==> config.mk <==
export PLATFORM = sky130hd
export DESIGN_NAME = morton_tile_address_swizzler_unit_flat
export DESIGN_NICKNAME = d
export VERILOG_FILES = /design/src/sv/mtsw_pkg.sv /design/src/sv/mtsw_if.sv /design/src/sv/mtsw_addr.sv /design/src/sv/morton_tile_address_swizzler_unit.sv /design/src/flat_wrapper.sv
export VERILOG_INCLUDE_DIRS = /design/src /design/src/sv
export SDC_FILE = /design/constraint.sdc
export NUM_CORES = 1
export LEC_CHECK = 0
export BUFFER_PORTS_ARGS = -buffer_cell sky130_fd_sc_hd__buf_2
export CAP_MARGIN = 20
export CORE_UTILIZATION = 45
export DETAILED_ROUTE_END_ITERATION = 10
export MAX_ROUTING_LAYER = met4
export PLACE_DENSITY = 0.67
export SYNTH_ARGS = -nofsm -noshare
export SYNTH_HDL_FRONTEND = slang
export SYNTH_SLANG_ARGS = --single-unit
==> constraint.sdc <==
create_clock -name clk -period 12.8 [get_ports clk]
set_clock_uncertainty 0.15 [all_clocks]
set_input_delay 0 -clock clk [delete_from_list [all_inputs] [get_ports clk]]
set_output_delay 0 -clock clk [all_outputs]
set_load 0.05 [all_outputs]
==> src/sv/assert_macros.svh <==
// assertion macros shared by the rtl
`ifndef ASSERT_MACROS_SVH
`define ASSERT_MACROS_SVH
`ifndef SYNTHESIS
// same-cycle implication
`define ASSERT_IMPLY(label, clk, rst_n, ante, cons) \
    label: assert property (@(posedge clk) disable iff (!rst_n) (ante) |-> (cons)) \
        else $error("assertion failed");
// next-cycle implication
`define ASSERT_NEXT(label, clk, rst_n, ante, cons) \
    label: assert property (@(posedge clk) disable iff (!rst_n) (ante) |=> (cons)) \
        else $error("assertion failed");
`else
`define ASSERT_IMPLY(label, clk, rst_n, ante, cons)
`define ASSERT_NEXT(label, clk, rst_n, ante, cons)
`endif
`endif

==> src/sv/mtsw_pkg.sv <==
package mtsw_pkg;

    localparam int MAX_DIM         = 1024;
    localparam int CNT_W           = $clog2(MAX_DIM);
    localparam int DIM_W           = CNT_W + 1;
    localparam int ORG_W           = 10;
    localparam int SIZE_W          = 11;
    localparam int PIXEL_W         = 32;
    localparam int OFFSET_W        = 22;
    localparam int PIXEL_BYTES     = 4;
    localparam int BPP_SHIFT       = $clog2(PIXEL_BYTES);
    localparam int IDX_W           = OFFSET_W - BPP_SHIFT;
    localparam int CFG_IDX_W       = 3;
    localparam int CFG_DATA_W      = SIZE_W;

    localparam logic [CFG_IDX_W-1:0] REG_ORIGIN_X       = 3'd0;
    localparam logic [CFG_IDX_W-1:0] REG_ORIGIN_Y       = 3'd1;
    localparam logic [CFG_IDX_W-1:0] REG_REGION_WIDTH   = 3'd2;
    localparam logic [CFG_IDX_W-1:0] REG_REGION_HEIGHT  = 3'd3;
    localparam logic [CFG_IDX_W-1:0] REG_SURFACE_WIDTH  = 3'd4;
    localparam logic [CFG_IDX_W-1:0] REG_SURFACE_HEIGHT = 3'd5;

    typedef struct packed {
        logic [ORG_W-1:0]  origin_x;
        logic [ORG_W-1:0]  origin_y;
        logic [SIZE_W-1:0] region_width;
        logic [SIZE_W-1:0] region_height;
        logic [SIZE_W-1:0] surface_width;
        logic [SIZE_W-1:0] surface_height;
    } cfg_t;

    typedef struct packed {
        logic [CNT_W-1:0] col;
        logic [CNT_W-1:0] row;
    } pos_t;

endpackage

==> src/sv/mtsw_if.sv <==
interface mtsw_pix_if;
    logic                            valid;
    logic                            ready;
    logic [mtsw_pkg::PIXEL_W-1:0]    pixel_in;

    modport source (output valid, output pixel_in, input ready);
    modport sink (input valid, input pixel_in, output ready);
endinterface

interface mtsw_res_if;
    logic                            valid;
    logic                            ready;
    logic [mtsw_pkg::OFFSET_W-1:0]   tiled_offset;
    logic [mtsw_pkg::PIXEL_W-1:0]    pixel_out;
    logic                            region_last;
    logic                            out_of_range;

    modport source (output valid, output tiled_offset, output pixel_out,
                    output region_last, output out_of_range, input ready);
    modport sink (input valid, input tiled_offset, input pixel_out,
                  input region_last, input out_of_range, output ready);
endinterface

==> src/sv/mtsw_addr.sv <==
module mtsw_addr
(
    input  mtsw_pkg::cfg_t                  cfg,
    input  mtsw_pkg::pos_t                  pos,
    output logic [mtsw_pkg::OFFSET_W-1:0]   tiled_offset,
    output logic                            out_of_range
);

    localparam int PX_W = ((mtsw_pkg::CNT_W > mtsw_pkg::ORG_W) ?
                           mtsw_pkg::CNT_W : mtsw_pkg::ORG_W) + 1;
    localparam int PY_W = ((mtsw_pkg::SIZE_W > PX_W) ? mtsw_pkg::SIZE_W : PX_W) + 2;
    localparam int PROD_W = 2 * mtsw_pkg::SIZE_W;

    logic [PX_W-1:0]                px;
    logic [PY_W-1:0]                py;
    logic [mtsw_pkg::SIZE_W-1:0]    uy;
    logic [5:0]                     morton;
    logic [PROD_W-1:0]              row_base;
    logic [mtsw_pkg::IDX_W-1:0]     col_base;
    logic [mtsw_pkg::IDX_W-1:0]     idx;

    assign px = PX_W'(pos.col) + PX_W'(cfg.origin_x);
    // flipped row, sign bit marks a row above the surface top
    assign py = PY_W'(cfg.surface_height) - PY_W'(1) - PY_W'(pos.row)
              - PY_W'(cfg.origin_y);
    assign out_of_range = py[PY_W-1];
    assign uy = py[mtsw_pkg::SIZE_W-1:0];

    // z-order inside the 8x8 tile: x0 y0 x1 y1 x2 y2 from the lsb up
    assign morton = {uy[2], px[2], uy[1], px[1], uy[0], px[0]};

    assign col_base = mtsw_pkg::IDX_W'({px[PX_W-1:3], 6'b000000});
    assign row_base = {uy[mtsw_pkg::SIZE_W-1:3], 3'b000} * cfg.surface_width;
    assign idx = col_base + mtsw_pkg::IDX_W'(morton) + row_base[mtsw_pkg::IDX_W-1:0];

    assign tiled_offset = out_of_range ? '0 : {idx, {mtsw_pkg::BPP_SHIFT{1'b0}}};

endmodule

==> src/sv/morton_tile_address_swizzler_unit.sv <==
// pipeline: the input stage registers pixel and position, the result stage the tiled address
// throughput: one pixel per cycle if dst is ready; two pixels in flight; stall backs up one stage
// address path: one 11x11 multiply and a 20-bit add between the two register stages
// reset: rst_n asynchronous active low; clears both stages, the column and row counters,
// and loads the registers with origin 0,0, region 1x1 and surface 8x8
`include "assert_macros.svh"

module morton_tile_address_swizzler_unit
(
    input  logic                                clk,
    input  logic                                rst_n,
    mtsw_pix_if.sink                            src,
    mtsw_res_if.source                          dst,
    input  logic                                cfg_we,
    input  logic [mtsw_pkg::CFG_IDX_W-1:0]      cfg_index,
    input  logic [mtsw_pkg::CFG_DATA_W-1:0]     cfg_data
);

    localparam int CNT_W = mtsw_pkg::CNT_W;
    localparam int DIM_W = mtsw_pkg::DIM_W;

    mtsw_pkg::cfg_t                 cfg_reg;
    logic [CNT_W-1:0]               col_reg;
    logic [CNT_W-1:0]               row_reg;
    logic [CNT_W-1:0]               col_next;
    logic [CNT_W-1:0]               row_next;

    logic                           s1_valid_reg;
    logic [mtsw_pkg::PIXEL_W-1:0]   s1_pixel_reg;
    mtsw_pkg::pos_t                 s1_pos_reg;
    logic                           s1_last_reg;

    logic                           out_valid_reg;
    logic [mtsw_pkg::OFFSET_W-1:0]  out_offset_reg;
    logic [mtsw_pkg::PIXEL_W-1:0]   out_pixel_reg;
    logic                           out_last_reg;
    logic                           out_oor_reg;

    logic [DIM_W-1:0]               w_eff;
    logic [DIM_W-1:0]               h_eff;
    logic [DIM_W-1:0]               col_inc;
    logic [DIM_W-1:0]               row_inc;
    logic                           col_wrap;
    logic                           row_wrap;
    logic                           last_next;
    logic                           src_fire;
    logic                           out_free;
    logic                           s1_move;
    logic [mtsw_pkg::OFFSET_W-1:0]  addr_offset;
    logic                           addr_oor;

    // size of 0 acts as 1, anything past the max acts as the max
    function automatic logic [DIM_W-1:0] clamp_dim(input logic [mtsw_pkg::SIZE_W-1:0] v);
        logic [DIM_W-1:0] r;
        if (v == '0)
        begin
            r = DIM_W'(1);
        end
        else if (int'(v) > mtsw_pkg::MAX_DIM)
        begin
            r = DIM_W'(mtsw_pkg::MAX_DIM);
        end
        else
        begin
            r = DIM_W'(v);
        end
        return r;
    endfunction

    // config decode
    always_ff @(posedge clk or negedge rst_n)
    begin
        if (!rst_n)
        begin
            cfg_reg.origin_x       <= '0;
            cfg_reg.origin_y       <= '0;
            cfg_reg.region_width   <= mtsw_pkg::SIZE_W'(1);
            cfg_reg.region_height  <= mtsw_pkg::SIZE_W'(1);
            cfg_reg.surface_width  <= mtsw_pkg::SIZE_W'(8);
            cfg_reg.surface_height <= mtsw_pkg::SIZE_W'(8);
        end
        else if (cfg_we)
        begin
            unique case (cfg_index)
                mtsw_pkg::REG_ORIGIN_X:
                    cfg_reg.origin_x <= cfg_data[mtsw_pkg::ORG_W-1:0];
                mtsw_pkg::REG_ORIGIN_Y:
                    cfg_reg.origin_y <= cfg_data[mtsw_pkg::ORG_W-1:0];
                mtsw_pkg::REG_REGION_WIDTH:
                    cfg_reg.region_width <= cfg_data[mtsw_pkg::SIZE_W-1:0];
                mtsw_pkg::REG_REGION_HEIGHT:
                    cfg_reg.region_height <= cfg_data[mtsw_pkg::SIZE_W-1:0];
                mtsw_pkg::REG_SURFACE_WIDTH:
                    cfg_reg.surface_width <= cfg_data[mtsw_pkg::SIZE_W-1:0];
                mtsw_pkg::REG_SURFACE_HEIGHT:
                    cfg_reg.surface_height <= cfg_data[mtsw_pkg::SIZE_W-1:0];
                default:
                begin
                end
            endcase
        end
    end

    // handshake
    assign out_free  = !out_valid_reg || dst.ready;
    assign s1_move   = s1_valid_reg && out_free;
    assign src.ready = !s1_valid_reg || out_free;
    assign src_fire  = src.valid && src.ready;

    // raster position counters
    assign w_eff    = clamp_dim(cfg_reg.region_width);
    assign h_eff    = clamp_dim(cfg_reg.region_height);
    assign col_inc  = DIM_W'(col_reg) + DIM_W'(1);
    assign row_inc  = DIM_W'(row_reg) + DIM_W'(1);
    assign col_wrap = col_inc >= w_eff;
    assign row_wrap = row_inc >= h_eff;
    assign last_next = col_wrap && row_wrap;

    always_comb
    begin
        col_next = col_reg;
        row_next = row_reg;
        if (col_wrap)
        begin
            col_next = '0;
            row_next = row_wrap ? '0 : row_inc[CNT_W-1:0];
        end
        else
        begin
            col_next = col_inc[CNT_W-1:0];
        end
    end

    always_ff @(posedge clk or negedge rst_n)
    begin
        if (!rst_n)
        begin
            col_reg <= '0;
            row_reg <= '0;
        end
        else if (src_fire)
        begin
            col_reg <= col_next;
            row_reg <= row_next;
        end
    end

    // input stage
    always_ff @(posedge clk or negedge rst_n)
    begin
        if (!rst_n)
        begin
            s1_valid_reg <= 1'b0;
        end
        else if (src.ready)
        begin
            s1_valid_reg <= src.valid;
        end
    end

    always_ff @(posedge clk)
    begin
        if (src_fire)
        begin
            s1_pixel_reg   <= src.pixel_in;
            s1_pos_reg.col <= col_reg;
            s1_pos_reg.row <= row_reg;
            s1_last_reg    <= last_next;
        end
    end

    mtsw_addr u_addr
    (
        .cfg          (cfg_reg),
        .pos          (s1_pos_reg),
        .tiled_offset (addr_offset),
        .out_of_range (addr_oor)
    );

    // result stage
    always_ff @(posedge clk or negedge rst_n)
    begin
        if (!rst_n)
        begin
            out_valid_reg <= 1'b0;
        end
        else if (out_free)
        begin
            out_valid_reg <= s1_valid_reg;
        end
    end

    always_ff @(posedge clk)
    begin
        if (s1_move)
        begin
            out_offset_reg <= addr_offset;
            out_pixel_reg  <= {s1_pixel_reg[7:0], s1_pixel_reg[15:8],
                               s1_pixel_reg[23:16], s1_pixel_reg[31:24]};
            out_last_reg   <= s1_last_reg;
            out_oor_reg    <= addr_oor;
        end
    end

    assign dst.valid        = out_valid_reg;
    assign dst.tiled_offset = out_offset_reg;
    assign dst.pixel_out    = out_pixel_reg;
    assign dst.region_last  = out_last_reg;
    assign dst.out_of_range = out_oor_reg;

    `ASSERT_NEXT(a_s1_drains, clk, rst_n, s1_move, out_valid_reg)
    `ASSERT_NEXT(a_result_held, clk, rst_n, out_valid_reg && !dst.ready, out_valid_reg)
    `ASSERT_IMPLY(a_full_blocks, clk, rst_n, s1_valid_reg && out_valid_reg && !dst.ready, !src.ready)
    `ASSERT_NEXT(a_col_wraps, clk, rst_n, src_fire && col_wrap, col_reg == '0)
    `ASSERT_NEXT(a_last_resets, clk, rst_n, src_fire && last_next, (row_reg == '0) && s1_last_reg)

endmodule
==> src/flat_wrapper.sv <==
// flat-port wrapper written by rule: the top's interface ports become plain ports
module morton_tile_address_swizzler_unit_flat 
  (clk, rst_n, cfg_we, cfg_index, cfg_data, src_valid, src_pixel_in, src_ready, dst_valid, dst_tiled_offset, dst_pixel_out, dst_region_last, dst_out_of_range, dst_ready);
  mtsw_pix_if src_i ();
  mtsw_res_if dst_i ();
  input  logic clk;
  input  logic rst_n;
  input  logic cfg_we;
  input  logic [mtsw_pkg::CFG_IDX_W-1:0] cfg_index;
  input  logic [mtsw_pkg::CFG_DATA_W-1:0] cfg_data;
  input wire logic [$bits(src_i.valid)-1:0] src_valid;
  input wire logic [$bits(src_i.pixel_in)-1:0] src_pixel_in;
  output wire logic [$bits(src_i.ready)-1:0] src_ready;
  output wire logic [$bits(dst_i.valid)-1:0] dst_valid;
  output wire logic [$bits(dst_i.tiled_offset)-1:0] dst_tiled_offset;
  output wire logic [$bits(dst_i.pixel_out)-1:0] dst_pixel_out;
  output wire logic [$bits(dst_i.region_last)-1:0] dst_region_last;
  output wire logic [$bits(dst_i.out_of_range)-1:0] dst_out_of_range;
  input wire logic [$bits(dst_i.ready)-1:0] dst_ready;
  assign src_i.valid = src_valid;
  assign src_i.pixel_in = src_pixel_in;
  assign src_ready = src_i.ready;
  assign dst_valid = dst_i.valid;
  assign dst_tiled_offset = dst_i.tiled_offset;
  assign dst_pixel_out = dst_i.pixel_out;
  assign dst_region_last = dst_i.region_last;
  assign dst_out_of_range = dst_i.out_of_range;
  assign dst_i.ready = dst_ready;
  morton_tile_address_swizzler_unit u_core (.clk(clk), .rst_n(rst_n), .src(src_i), .dst(dst_i), .cfg_we(cfg_we), .cfg_index(cfg_index), .cfg_data(cfg_data));
endmodule
==> results of run 1 <==
final timing paths:
kind,startpoint,cells after the start,to,slack (ns)
worst min register to register,u_core.s1_pixel_reg[8]$_DFFE_PP_,0,u_core.dst.pixel_out[16]$_DFFE_PP_,0.27
worst min-delay path,src_pixel_in[25],2,u_core.s1_pixel_reg[25]$_DFFE_PP_,0.12
max in group asynchronous,rst_n,4,u_core.cfg_reg[54]$_DFFE_PN0P_,11.20
worst max register to register,u_core.cfg_reg[5]$_DFFE_PN0P_,30,u_core.dst.tiled_offset[21]$_SDFFCE_PP0P_,4.19
worst max-delay path,u_core.cfg_reg[5]$_DFFE_PN0P_,30,u_core.dst.tiled_offset[21]$_SDFFCE_PP0P_,4.19
min in group asynchronous,rst_n,3,u_core.cfg_reg[33]$_DFFE_PN1P_,0.47
worst reg2reg max path: cells and delay by family, from the launching register on:
| family | cells | cell delay [ns] |
|---|---|---|
| fa+ha+maj | 8 | 3.46 |
| simple gates | 10 | 2.01 |
| compound gates | 5 | 1.41 |
| xor+xnor | 3 | 0.59 |
| flops | 1 | 0.41 |
| buf+inv | 4 | 0.30 |
area by class of cell:
cell class              instances  area [µm²]
fillers                      2252       11800
multi-input cells             715        6110
flip-flops and latches        193        5370
repair buffers                185        1330
inverters                     134         503
clock buffers                  18         439
well taps                     335         419
clock inverters                14         125
routing by layer:
layer / up-vias / part of all wire, % / global-route usage (%)
li1: 3971 / - / -
met1: 3897 / 45 / 24.6
met2: 164 / 49 / 31.9
met3: 34 / 4.1 / 2.70
met4: 0 / 2.0 / 5.85
met5: - / 0 / -
cell usage in the layout, fill, tap and decap left out, types with 6 or more instances in the layout:
| master | n |
|---|---|
| sky130_fd_sc_hd__dfrtp_1 | 82 |
| sky130_fd_sc_hd__nor2_1 | 51 |
| sky130_fd_sc_hd__ha_1 | 89 |
| sky130_fd_sc_hd__fa_1 | 65 |
| sky130_fd_sc_hd__nor2b_1 | 15 |
| sky130_fd_sc_hd__a22o_1 | 13 |
| sky130_fd_sc_hd__nor4_1 | 7 |
| sky130_fd_sc_hd__nor3_1 | 14 |
| sky130_fd_sc_hd__xor2_1 | 26 |
| sky130_fd_sc_hd__mux2_2 | 54 |
| sky130_fd_sc_hd__a21o_1 | 14 |
| sky130_fd_sc_hd__nand3_1 | 22 |
| sky130_fd_sc_hd__xnor2_1 | 38 |
| sky130_fd_sc_hd__and2_1 | 54 |
| sky130_fd_sc_hd__buf_2 | 105 |
| sky130_fd_sc_hd__and3_1 | 6 |
| sky130_fd_sc_hd__buf_4 | 7 |
| sky130_fd_sc_hd__a21oi_1 | 20 |
| sky130_fd_sc_hd__o21ai_0 | 36 |
| sky130_fd_sc_hd__clkinv_4 | 7 |
| sky130_fd_sc_hd__clkbuf_16 | 18 |
| sky130_fd_sc_hd__o21a_1 | 6 |
| sky130_fd_sc_hd__inv_1 | 132 |
| sky130_fd_sc_hd__dlygate4sd3_1 | 71 |
| sky130_fd_sc_hd__nand2_1 | 98 |
| sky130_fd_sc_hd__edfxtp_1 | 107 |
| sky130_fd_sc_hd__nand2b_1 | 11 |
kinds of logic after synthesis:
logic type / after synthesis / synth area share [%]
AND/OR/NAND/NOR: 308 / 12.8
XOR/XNOR: 65 / 4.84
multiplexers: 54 / 5.05
flip-flops: 193 / 44.6
buffers and inverters: 157 / 4.97
other: 1 / 0.0311
AO/OA/AOI/OAI: 132 / 7.73
adder cells (fa/ha/maj): 154 / 20.0
through the flow:
stage	util, %	hold WS (ns)	instance area (µm²)	instances	setup slack (ns)
after global placement	49.7	-0.239	13000	1489	4.34
final	54.7	0.123	14300	1594	4.19
after CTS	54.5	0.0415	14200	1591	4.17
after detailed placement	49.7	-0.237	13000	1489	4.19
after global routing	54.7	0.123	14300	1594	3.55
after floorplan	-	-0.446	12100	1065	4.81
==> impl_table.tex, run 1 <==
\begin{tabular}{lr}
\hline
Metric & Value \\
\hline
\multicolumn{2}{l}{\textbf{Floorplan}} \\
Area of the die & $\sim$0.027 mm² \\
Area of the core & 0.0261 mm² \\
Number of ports placed on the die boundary & 109 \\
Total number of placement rows & around 60 \\
Die extent in y & approximately 170 µm \\
Starting Density & 46.1\% \\
Chip width & between 150 and 200 µm \\
\multicolumn{2}{l}{\textbf{Layout}} \\
Fraction of layout instances using a drive strength above 1 & roughly 17\% \\
Antenna diode count & 0 \\
Flip-flop count of the largest register, all copies and words added & 64 \\
Final-stage net count & 1451 \\
Area Overhead vs Synth & 18.6\% \\
\multicolumn{2}{l}{\textbf{Global routing}} \\
Vias in the first global route & roughly 8300 \\
Total global-route track usage & roughly 19\% \\
Remaining Overflow, GRT & 0 \\
Maximum number of pins on one net before global-route repair & between 60 and 70 \\
Initial antenna violation count & 0 \\
Global-route wire length before repair & slightly above 40000 µm \\
\multicolumn{2}{l}{\textbf{Logic synthesis}} \\
Dominant cells by area after synthesis & sky130\_fd\_sc\_hd\_\_edfxtp\_1, sky130\_fd\_sc\_hd\_\_dfrtp\_1, sky130\_fd\_sc\_hd\_\_fa\_1 \\
Number of distinct standard cells referenced by the synthesized netlist & 66 \\
Library cell with the largest summed area after synthesis & sky130\_fd\_sc\_hd\_\_edfxtp\_1 \\
Syn Std Cell Area & between 0.01 and 0.015 mm² \\
Synth Flop Type & sky130\_fd\_sc\_hd\_\_edfxtp\_1 \\
Post-synthesis area per instance & 11.3 µm² \\
Share of the synthesized area in the top cell type & between 20\% and 30\% \\
Total of flip-flops plus latches after synthesis & slightly below 200 \\
Most frequent cell after synthesis & sky130\_fd\_sc\_hd\_\_inv\_1 \\
Warning count from the yosys run & 0 \\
Proportion of synthesized flip-flops having asynchronous set or reset & approximately 45\% \\
Post-synth EDFFs & approximately 110 \\
Sequential cell area fraction in the yosys report & between 40 and 50\% \\
Top cells by count, synth & sky130\_fd\_sc\_hd\_\_inv\_1, sky130\_fd\_sc\_hd\_\_edfxtp\_1, sky130\_fd\_sc\_hd\_\_nand2\_1 \\
Number of standard cells after synthesis & around 1100 \\
\multicolumn{2}{l}{\textbf{Worst setup path}} \\
Arrival time at the worst endpoint & $\sim$8.6 ns \\
CP startpoint kind & flop \\
Setup Crit Path Kind & flop to flop \\
CP peak stage delay & 0.54 ns \\
Crit path max-delay cell type & sky130\_fd\_sc\_hd\_\_fa\_1 \\
Most used cell, CP & sky130\_fd\_sc\_hd\_\_fa\_1 \\
Critical path fanouts, max & 11 \\
Top cell family by delay on the critical path & adder cells \\
Data required, critical path & 12.80 ns \\
Crit. End Element & flop \\
Buffering stage count on the worst path with inverters included & 4 \\
\multicolumn{2}{l}{\textbf{Clock tree}} \\
Number of hold buffers added after CTS & 70 \\
Root buffer selected by CTS & sky130\_fd\_sc\_hd\_\_clkbuf\_16 \\
Number of instances resized during post-cts repair & 0 \\
Number of buffers between clock root and the deepest sink & 2 \\
H-tree depth reported by CTS & 4 \\
Later-pin clock latency in the skew report & between 0.4 and 0.5 ns \\
TritonCTS clock tree & yes \\
Num CTS Buffers & 17 \\
Clock sink total & about 190 \\
Setup Fix Bufs, Post-CTS & 0 \\
Clock transition at the register clock pins on the worst setup and hold paths after CTS & approximately 0.080 ns \\
\multicolumn{2}{l}{\textbf{Timing}} \\
Post-layout min period & around 8.6 ns \\
Peak clock frequency supported by timing & approximately 0.12 GHz \\
Final period util & 67.3\% \\
Worst slew margin relative to its limit & about a third \\
Post-Route Setup TNS & 0 ns \\
Count of endpoints failing setup in the final report & 0 \\
Number of hold violations in the final report & 0 \\
Max-slew violation count & 0 \\
Tightest Pin Transition & 1.00 ns \\
RSZ-0062 raised after global routing & no \\
\multicolumn{2}{l}{\textbf{Drt}} \\
Aggregate routed wire length & roughly 25000 µm \\
Post-DR wirelength/cell & between 15 and 20 µm \\
Total vias in the final route & just over 8000 \\
Residual antenna-violating net count after detailed routing & 0 \\
Initial detailed-routing violation count & slightly above 400 \\
Post-detailed-route via-to-cell ratio & $\sim$5 \\
Number of remaining DRC errors & 8 \\
Number of optimization iterations in the first detailed-route pass & 7 \\
\multicolumn{2}{l}{\textbf{Status}} \\
Failing checks & design-rule violations \\
Status & complete, but fails checks \\
\multicolumn{2}{l}{\textbf{Placement}} \\
Half-perimeter wire length of the detailed placement result & around 18000 µm \\
Final Wtd Congestion & approximately 0.84 \\
Count of port buffers added during placement & approximately 110 \\
\multicolumn{2}{l}{\textbf{Job}} \\
Count of max-cap constraint violations & 0 \\
\multicolumn{2}{l}{\textbf{Min path}} \\
Worst min-delay path category & input port to flop \\
\hline
\end{tabular}
Power of run 1 is not shown: default switching activity piles up to over one toggle a cycle in this logic, so the estimate is an artifact.
==> run 2: changes to the inputs <==
- clock period: 12.8 -> 8.5 ns (I/O delays scaled with it)
==> run 2 against run 1 <==
Against the previous run: the flow still finishes with violations (design-rule violations); register-to-register slack worse by 3.9 ns; design area increased by 0.12%; worst setup slack got worse by 3.9 ns; routed wire length is 0.57% higher; first-iteration DRC count increased by 1.2%; global-route usage rose by 0.056 points; hold slack worse by 0.11 ns; critical path depth unchanged; flip-flop and latch count unchanged; via count grew 0.32%; cell count is essentially flat; clock-buffer cell count unchanged; highest routed layer unchanged.
==> impl_table.tex, run 2 (synthesized netlist as in run 1, its figures left out) <==
\begin{tabular}{lr}
\hline
Metric & Value \\
\hline
\multicolumn{2}{l}{\textbf{Drt}} \\
Post-detailed-route via-to-cell ratio & between 5 and 6 \\
Post-DR wirelength/cell & around 16 µm \\
Number of optimization iterations in the first detailed-route pass & 8 \\
Aggregate routed wire length & 24800 µm \\
Residual antenna-violating net count after detailed routing & 0 \\
Total vias in the final route & 8092 \\
Initial detailed-routing violation count & 414 \\
Number of remaining DRC errors & 8 \\
\multicolumn{2}{l}{\textbf{Min path}} \\
Worst min-delay path category & input port to flop \\
\multicolumn{2}{l}{\textbf{Global routing}} \\
Global-route wire length before repair & 41000 µm \\
Maximum number of pins on one net before global-route repair & 76 \\
Initial antenna violation count & 0 \\
Total global-route track usage & between 10\% and 20\% \\
Vias in the first global route & approximately 8000 \\
Remaining Overflow, GRT & 0 \\
\multicolumn{2}{l}{\textbf{Clock tree}} \\
Number of buffers between clock root and the deepest sink & 2 \\
TritonCTS clock tree & yes \\
Later-pin clock latency in the skew report & between 0.4 and 0.5 ns \\
Num CTS Buffers & 17 \\
Clock transition at the register clock pins on the worst setup and hold paths after CTS & approximately 0.070 ns \\
H-tree depth reported by CTS & 4 \\
Clock sink total & around 190 \\
Root buffer selected by CTS & sky130\_fd\_sc\_hd\_\_clkbuf\_16 \\
\multicolumn{2}{l}{\textbf{Floorplan}} \\
Total number of placement rows & 59 \\
Starting Density & a little under half \\
Area of the die & 0.0274 mm² \\
Chip width & between 150 and 200 µm \\
Die extent in y & between 150 and 200 µm \\
Area of the core & about 0.026 mm² \\
Number of ports placed on the die boundary & roughly 110 \\
\multicolumn{2}{l}{\textbf{Timing}} \\
Number of hold violations in the final report & 0 \\
Worst slew margin relative to its limit & about 33\% \\
Post-layout min period & $\sim$8.2 ns \\
Final period util & just under 100\% \\
Peak clock frequency supported by timing & approximately 0.12 GHz \\
Max-slew violation count & 0 \\
Post-Route Setup TNS & 0 ns \\
Count of endpoints failing setup in the final report & 0 \\
Tightest Pin Transition & 0.994 ns \\
\multicolumn{2}{l}{\textbf{Layout}} \\
Most common cell after layout, fill and taps aside & sky130\_fd\_sc\_hd\_\_inv\_1 \\
Antenna diode count & 0 \\
Commonest cells after routing, fill and taps aside & sky130\_fd\_sc\_hd\_\_inv\_1, sky130\_fd\_sc\_hd\_\_edfxtp\_1, sky130\_fd\_sc\_hd\_\_buf\_2 \\
Area Overhead vs Synth & 18.7\% \\
Final-stage net count & approximately 1500 \\
Fraction of layout instances using a drive strength above 1 & a little under a fifth \\
Flip-flop count of the largest register, all copies and words added & 64 \\
\multicolumn{2}{l}{\textbf{Worst setup path}} \\
Crit path max-delay cell type & sky130\_fd\_sc\_hd\_\_fa\_1 \\
Critical path fanouts, max & 7 \\
Crit. End Element & flop \\
Data required, critical path & 8.50 ns \\
Arrival time at the worst endpoint & 8.24 ns \\
CP startpoint kind & flop \\
Most used cell, CP & sky130\_fd\_sc\_hd\_\_fa\_1 \\
Setup Crit Path Kind & flop to flop \\
CP peak stage delay & 0.54 ns \\
\multicolumn{2}{l}{\textbf{Placement}} \\
Final Wtd Congestion & about 0.84 \\
Count of port buffers added during placement & 106 \\
Half-perimeter wire length of the detailed placement result & between 15000 and 20000 µm \\
\multicolumn{2}{l}{\textbf{Status}} \\
Status & complete, but fails checks \\
Failing checks & design-rule violations \\
\multicolumn{2}{l}{\textbf{Job}} \\
Count of max-cap constraint violations & 0 \\
\hline
\end{tabular}
run 2: changes by cell type in the layout (fill, tap and decap cells not counted), moves of 3 or more:
cell	change
sky130_fd_sc_hd__dlygate4sd3_1	-7
sky130_fd_sc_hd__buf_4	+8
sky130_fd_sc_hd__clkinv_4	-4
sky130_fd_sc_hd__inv_6	+3
sky130_fd_sc_hd__ha_1	-5
sky130_fd_sc_hd__ha_2	+4
run 2: per-layer routing:
metal	track usage [%]	wire [µm]	share of wire, %
met3	2.68	755	3.0
met5	-	0	0
met2	32.8	12400	50
met1	24.6	11400	46
met4	4.55	281	1.1
run 2: cell type report:
cell class                      instances  area, µm²
Clock buffer                           18        429
Clock inverter                         14        119
Fill cell                            2275      11800
Inverter                              134        503
Multi-Input combinational cell        715       6190
Sequential cell                       193       5370
Tap cell                              335        419
Timing Repair Buffer                  184       1280
run 2: final timing paths:
| path | from | end | slack (ns) | depth (start not counted) |
|---|---|---|---|---|
| max in group asynchronous | rst_n | u_core.cfg_reg[56]$_DFFE_PN0P_ | 7.35 | 3 |
| hold / removal | cfg_index[1] | u_core.cfg_reg[53]$_DFFE_PN0P_ | 0.01 | 5 |
| min in group asynchronous | rst_n | u_core.row_reg[8]$_DFFE_PN0P_ | 0.22 | 3 |
| hold reg to reg | u_core.s1_pixel_reg[4]$_DFFE_PP_ | u_core.dst.pixel_out[28]$_DFFE_PP_ | 0.27 | 0 |
| setup reg to reg | u_core.cfg_reg[4]$_DFFE_PN0P_ | u_core.dst.tiled_offset[21]$_SDFFCE_PP0P_ | 0.26 | 30 |
| setup / recovery | u_core.cfg_reg[4]$_DFFE_PN0P_ | u_core.dst.tiled_offset[21]$_SDFFCE_PP0P_ | 0.26 | 30 |
run 2: through the flow:
step | hold WS, ns | std cells | cell area [µm²] | utilization [%] | worst slack, ns
floorplan | -0.446 | 1065 | 12100 | - | 0.509
global placement | -0.297 | 1496 | 13000 | 49.9 | 0.310
detailed placement | -0.299 | 1496 | 13000 | 49.9 | 0.0980
CTS | 0.000961 | 1592 | 14200 | 54.4 | 0.0459
global route | 0.0582 | 1593 | 14300 | 54.7 | -0.0799
finish | 0.0117 | 1593 | 14300 | 54.7 | 0.265
run 2: worst max-delay path: cells and delay by family, from the launching register on:
kind / cells / cell delay [ns]
fa+ha+maj: 8 / 3.46
simple gates: 10 / 1.68
compound gates: 5 / 1.43
xor+xnor: 3 / 0.60
flops: 1 / 0.43
buf+inv: 4 / 0.21
run 2: repair_timing:
item | CTS | global route
hold buffers | 64 | 0
resized for setup | 0 | 17
endpoints found under the hold margin | 187 | 0
buffers inserted | 0 | 1
setup endpoints to repair | 0 | 5
Power of run 2 is left out for the same reason.
==> run 3: changes to the inputs <==
- ABC_AREA: default -> 1
- CORE_ASPECT_RATIO: default -> 1.75
==> run 3 against run 2 <==
Against the previous run: the run now ends clean; critical path depth increased by 5; synthesized cell count increased by 21%; first-iteration DRC count increased by 13%; fmax increased by 0.35%; cell count increased by 13%; routed wire length increased by 13%; via count increased by 14%; flip-flop and latch count unchanged; register-to-register slack improved by 0.03 ns; hold slack improved by 0.11 ns.
==> impl_table.tex, run 3 <==
\begin{tabular}{lr}
\hline
Metric & Value \\
\hline
\multicolumn{2}{l}{\textbf{Worst setup path}} \\
Critical path fanouts, max & 7 \\
CP startpoint kind & flop \\
Most used cell, CP & sky130\_fd\_sc\_hd\_\_fa\_1 \\
Data required, critical path & $\sim$8.5 ns \\
Setup Crit Path Kind & flop to flop \\
Crit. End Element & flop \\
Arrival time at the worst endpoint & between 8 and 9 ns \\
Buffering stage count on the worst path with inverters included & 4 \\
Top cell family by delay on the critical path & adder cells \\
Crit path max-delay cell type & sky130\_fd\_sc\_hd\_\_fa\_1 \\
CP peak stage delay & 0.55 ns \\
\multicolumn{2}{l}{\textbf{Timing}} \\
Post-Route Setup TNS & 0 ns \\
Max-slew violation count & 0 \\
Count of endpoints failing setup in the final report & 0 \\
Number of hold violations in the final report & 0 \\
Worst slew margin relative to its limit & between 40 and 50\% \\
Peak clock frequency supported by timing & approximately 0.12 GHz \\
Final period util & 96.5\% \\
Tightest Pin Transition & 0.863 ns \\
Post-layout min period & 8.21 ns \\
Setup ws final & approximately 0.3 ns \\
\multicolumn{2}{l}{\textbf{Placement}} \\
Count of port buffers added during placement & around 110 \\
Final Wtd Congestion & just over 1 \\
Half-perimeter wire length of the detailed placement result & between 20000 and 25000 µm \\
DP Worst Slack & around 0.067 ns \\
\multicolumn{2}{l}{\textbf{Min path}} \\
Worst min-delay path category & input port to flop \\
\multicolumn{2}{l}{\textbf{Logic synthesis}} \\
Synth Flop Type & sky130\_fd\_sc\_hd\_\_edfxtp\_1 \\
Warning count from the yosys run & 0 \\
Syn Std Cell Area & 0.0122 mm² \\
Post-synthesis area per instance & about 9.5 µm² \\
Share of the synthesized area in the top cell type & a little over a quarter \\
Proportion of synthesized flip-flops having asynchronous set or reset & between 40 and 50\% \\
Sequential cell area fraction in the yosys report & between 40\% and 50\% \\
Total of flip-flops plus latches after synthesis & between 150 and 200 \\
Top cells by count, synth & sky130\_fd\_sc\_hd\_\_nand2\_1, sky130\_fd\_sc\_hd\_\_inv\_1, sky130\_fd\_sc\_hd\_\_edfxtp\_1 \\
Dominant cells by area after synthesis & sky130\_fd\_sc\_hd\_\_edfxtp\_1, sky130\_fd\_sc\_hd\_\_dfrtp\_1, sky130\_fd\_sc\_hd\_\_fa\_1 \\
Number of distinct standard cells referenced by the synthesized netlist & between 40 and 50 \\
Number of standard cells after synthesis & 1291 \\
Library cell with the largest summed area after synthesis & sky130\_fd\_sc\_hd\_\_edfxtp\_1 \\
Post-synth EDFFs & between 100 and 150 \\
Most frequent cell after synthesis & sky130\_fd\_sc\_hd\_\_nand2\_1 \\
\multicolumn{2}{l}{\textbf{Global routing}} \\
Vias in the first global route & 9558 \\
Maximum number of pins on one net before global-route repair & slightly below 70 \\
Initial antenna violation count & 0 \\
Remaining Overflow, GRT & 0 \\
Global-route wire length before repair & 45500 µm \\
Total global-route track usage & between 20\% and 30\% \\
\multicolumn{2}{l}{\textbf{Clock tree}} \\
TritonCTS clock tree & yes \\
H-tree depth reported by CTS & 4 \\
Clock transition at the register clock pins on the worst setup and hold paths after CTS & 0.08 ns \\
Later-pin clock latency in the skew report & $\sim$0.44 ns \\
Number of buffers between clock root and the deepest sink & 2 \\
Root buffer selected by CTS & sky130\_fd\_sc\_hd\_\_clkbuf\_16 \\
Clock sink total & between 150 and 200 \\
Num CTS Buffers & 17 \\
\multicolumn{2}{l}{\textbf{Floorplan}} \\
Chip width & between 100 and 150 µm \\
Die extent in y & about 220 µm \\
Starting Density & 45.8\% \\
Total number of placement rows & $\sim$80 \\
Number of ports placed on the die boundary & roughly 110 \\
Area of the die & 0.0279 mm² \\
Area of the core & 0.0267 mm² \\
\multicolumn{2}{l}{\textbf{Drt}} \\
Initial detailed-routing violation count & $\sim$470 \\
Total vias in the final route & between 9000 and 10000 \\
Aggregate routed wire length & around 28000 µm \\
Number of optimization iterations in the first detailed-route pass & 5 \\
Residual antenna-violating net count after detailed routing & 0 \\
Number of remaining DRC errors & 0 \\
Post-DR wirelength/cell & 15.6 µm \\
Post-detailed-route via-to-cell ratio & roughly 5.1 \\
\multicolumn{2}{l}{\textbf{Layout}} \\
Commonest cells after routing, fill and taps aside & sky130\_fd\_sc\_hd\_\_nand2\_1, sky130\_fd\_sc\_hd\_\_inv\_1, sky130\_fd\_sc\_hd\_\_edfxtp\_1 \\
Antenna diode count & 0 \\
Most common cell after layout, fill and taps aside & sky130\_fd\_sc\_hd\_\_nand2\_1 \\
Area Overhead vs Synth & 17.3\% \\
Fraction of layout instances using a drive strength above 1 & between 15 and 20\% \\
Final-stage net count & 1662 \\
Flip-flop count of the largest register, all copies and words added & 64 \\
\multicolumn{2}{l}{\textbf{Status}} \\
Status & complete, no violations \\
\multicolumn{2}{l}{\textbf{Job}} \\
Count of max-cap constraint violations & 0 \\
\hline
\end{tabular}
run 3: final timing paths:
kind	startpoint	endpoint	slack, ns	depth (start not counted)
min in group asynchronous	rst_n	u_core.cfg_reg[34]$_DFFE_PN0P_	0.17	3
worst max register to register	u_core.cfg_reg[0]$_DFFE_PN0P_	u_core.dst.tiled_offset[20]$_SDFFCE_PP0P_	0.29	35
worst max-delay path	u_core.cfg_reg[0]$_DFFE_PN0P_	u_core.dst.tiled_offset[20]$_SDFFCE_PP0P_	0.29	35
max in group asynchronous	rst_n	u_core.cfg_reg[58]$_DFFE_PN0P_	7.04	3
worst min register to register	u_core.s1_pixel_reg[3]$_DFFE_PP_	u_core.dst.pixel_out[27]$_DFFE_PP_	0.26	0
worst min-delay path	src_pixel_in[25]	u_core.s1_pixel_reg[25]$_DFFE_PP_	0.12	2
run 3: layout make-up:
| type | instances | area, µm² |
|---|---|---|
| timing repair buffer | 165 | 1100 |
| inverter | 246 | 932 |
| clock buffer | 18 | 429 |
| fill | 2396 | 12300 |
| clock inverter | 14 | 144 |
| tap | 324 | 405 |
| multi-input combinational | 834 | 5970 |
| sequential | 193 | 5370 |
run 3: what timing repair did:
action | 4_1_cts | 5_1_grt
hold buffers | 49 | 0
resized for setup | 0 | 24
setup endpoints to repair | 0 | 7
endpoints found under the hold margin | 182 | 0
buffers inserted | 0 | 5
run 3: per-layer routing:
layer  track usage, %  wire, µm
met5                -         0
met4             11.8      1170
met3             2.79       821
met2             42.1     15800
met1             21.2     10200
run 3: metrics by stage:
stage / area [µm²] / hold WS (ns) / util [%] / cells
after floorplan: 12200 / -0.446 / - / 1292
after global placement: 13100 / -0.256 / 49.2 / 1708
after detailed placement: 13100 / -0.258 / 49.2 / 1708
after CTS: 14200 / 0.0938 / 53.2 / 1789
after global routing: 14300 / 0.103 / 53.8 / 1794
final: 14300 / 0.120 / 53.8 / 1794
run 3: kinds of logic after synthesis:
| group | synth area share (%) |
|---|---|
| other cells | 0.0307 |
| buf+inv | 8.33 |
| flops | 43.9 |
| compound gates | 8.90 |
| xor+xnor | 3.64 |
| simple gates | 15.5 |
| fa+ha+maj | 19.7 |
run 3: worst register-to-register path, delay by kind of cell, from the launching register on:
family                   cells  cell delay [ns]
AND/OR/NAND/NOR             14             2.00
buffers and inverters        4             0.35
AO/OA/AOI/OAI                6             0.95
XOR/XNOR                     2             0.32
flip-flops                   1             0.39
adder cells (fa/ha/maj)      9             3.80
Power of run 3 is left out for the same reason.
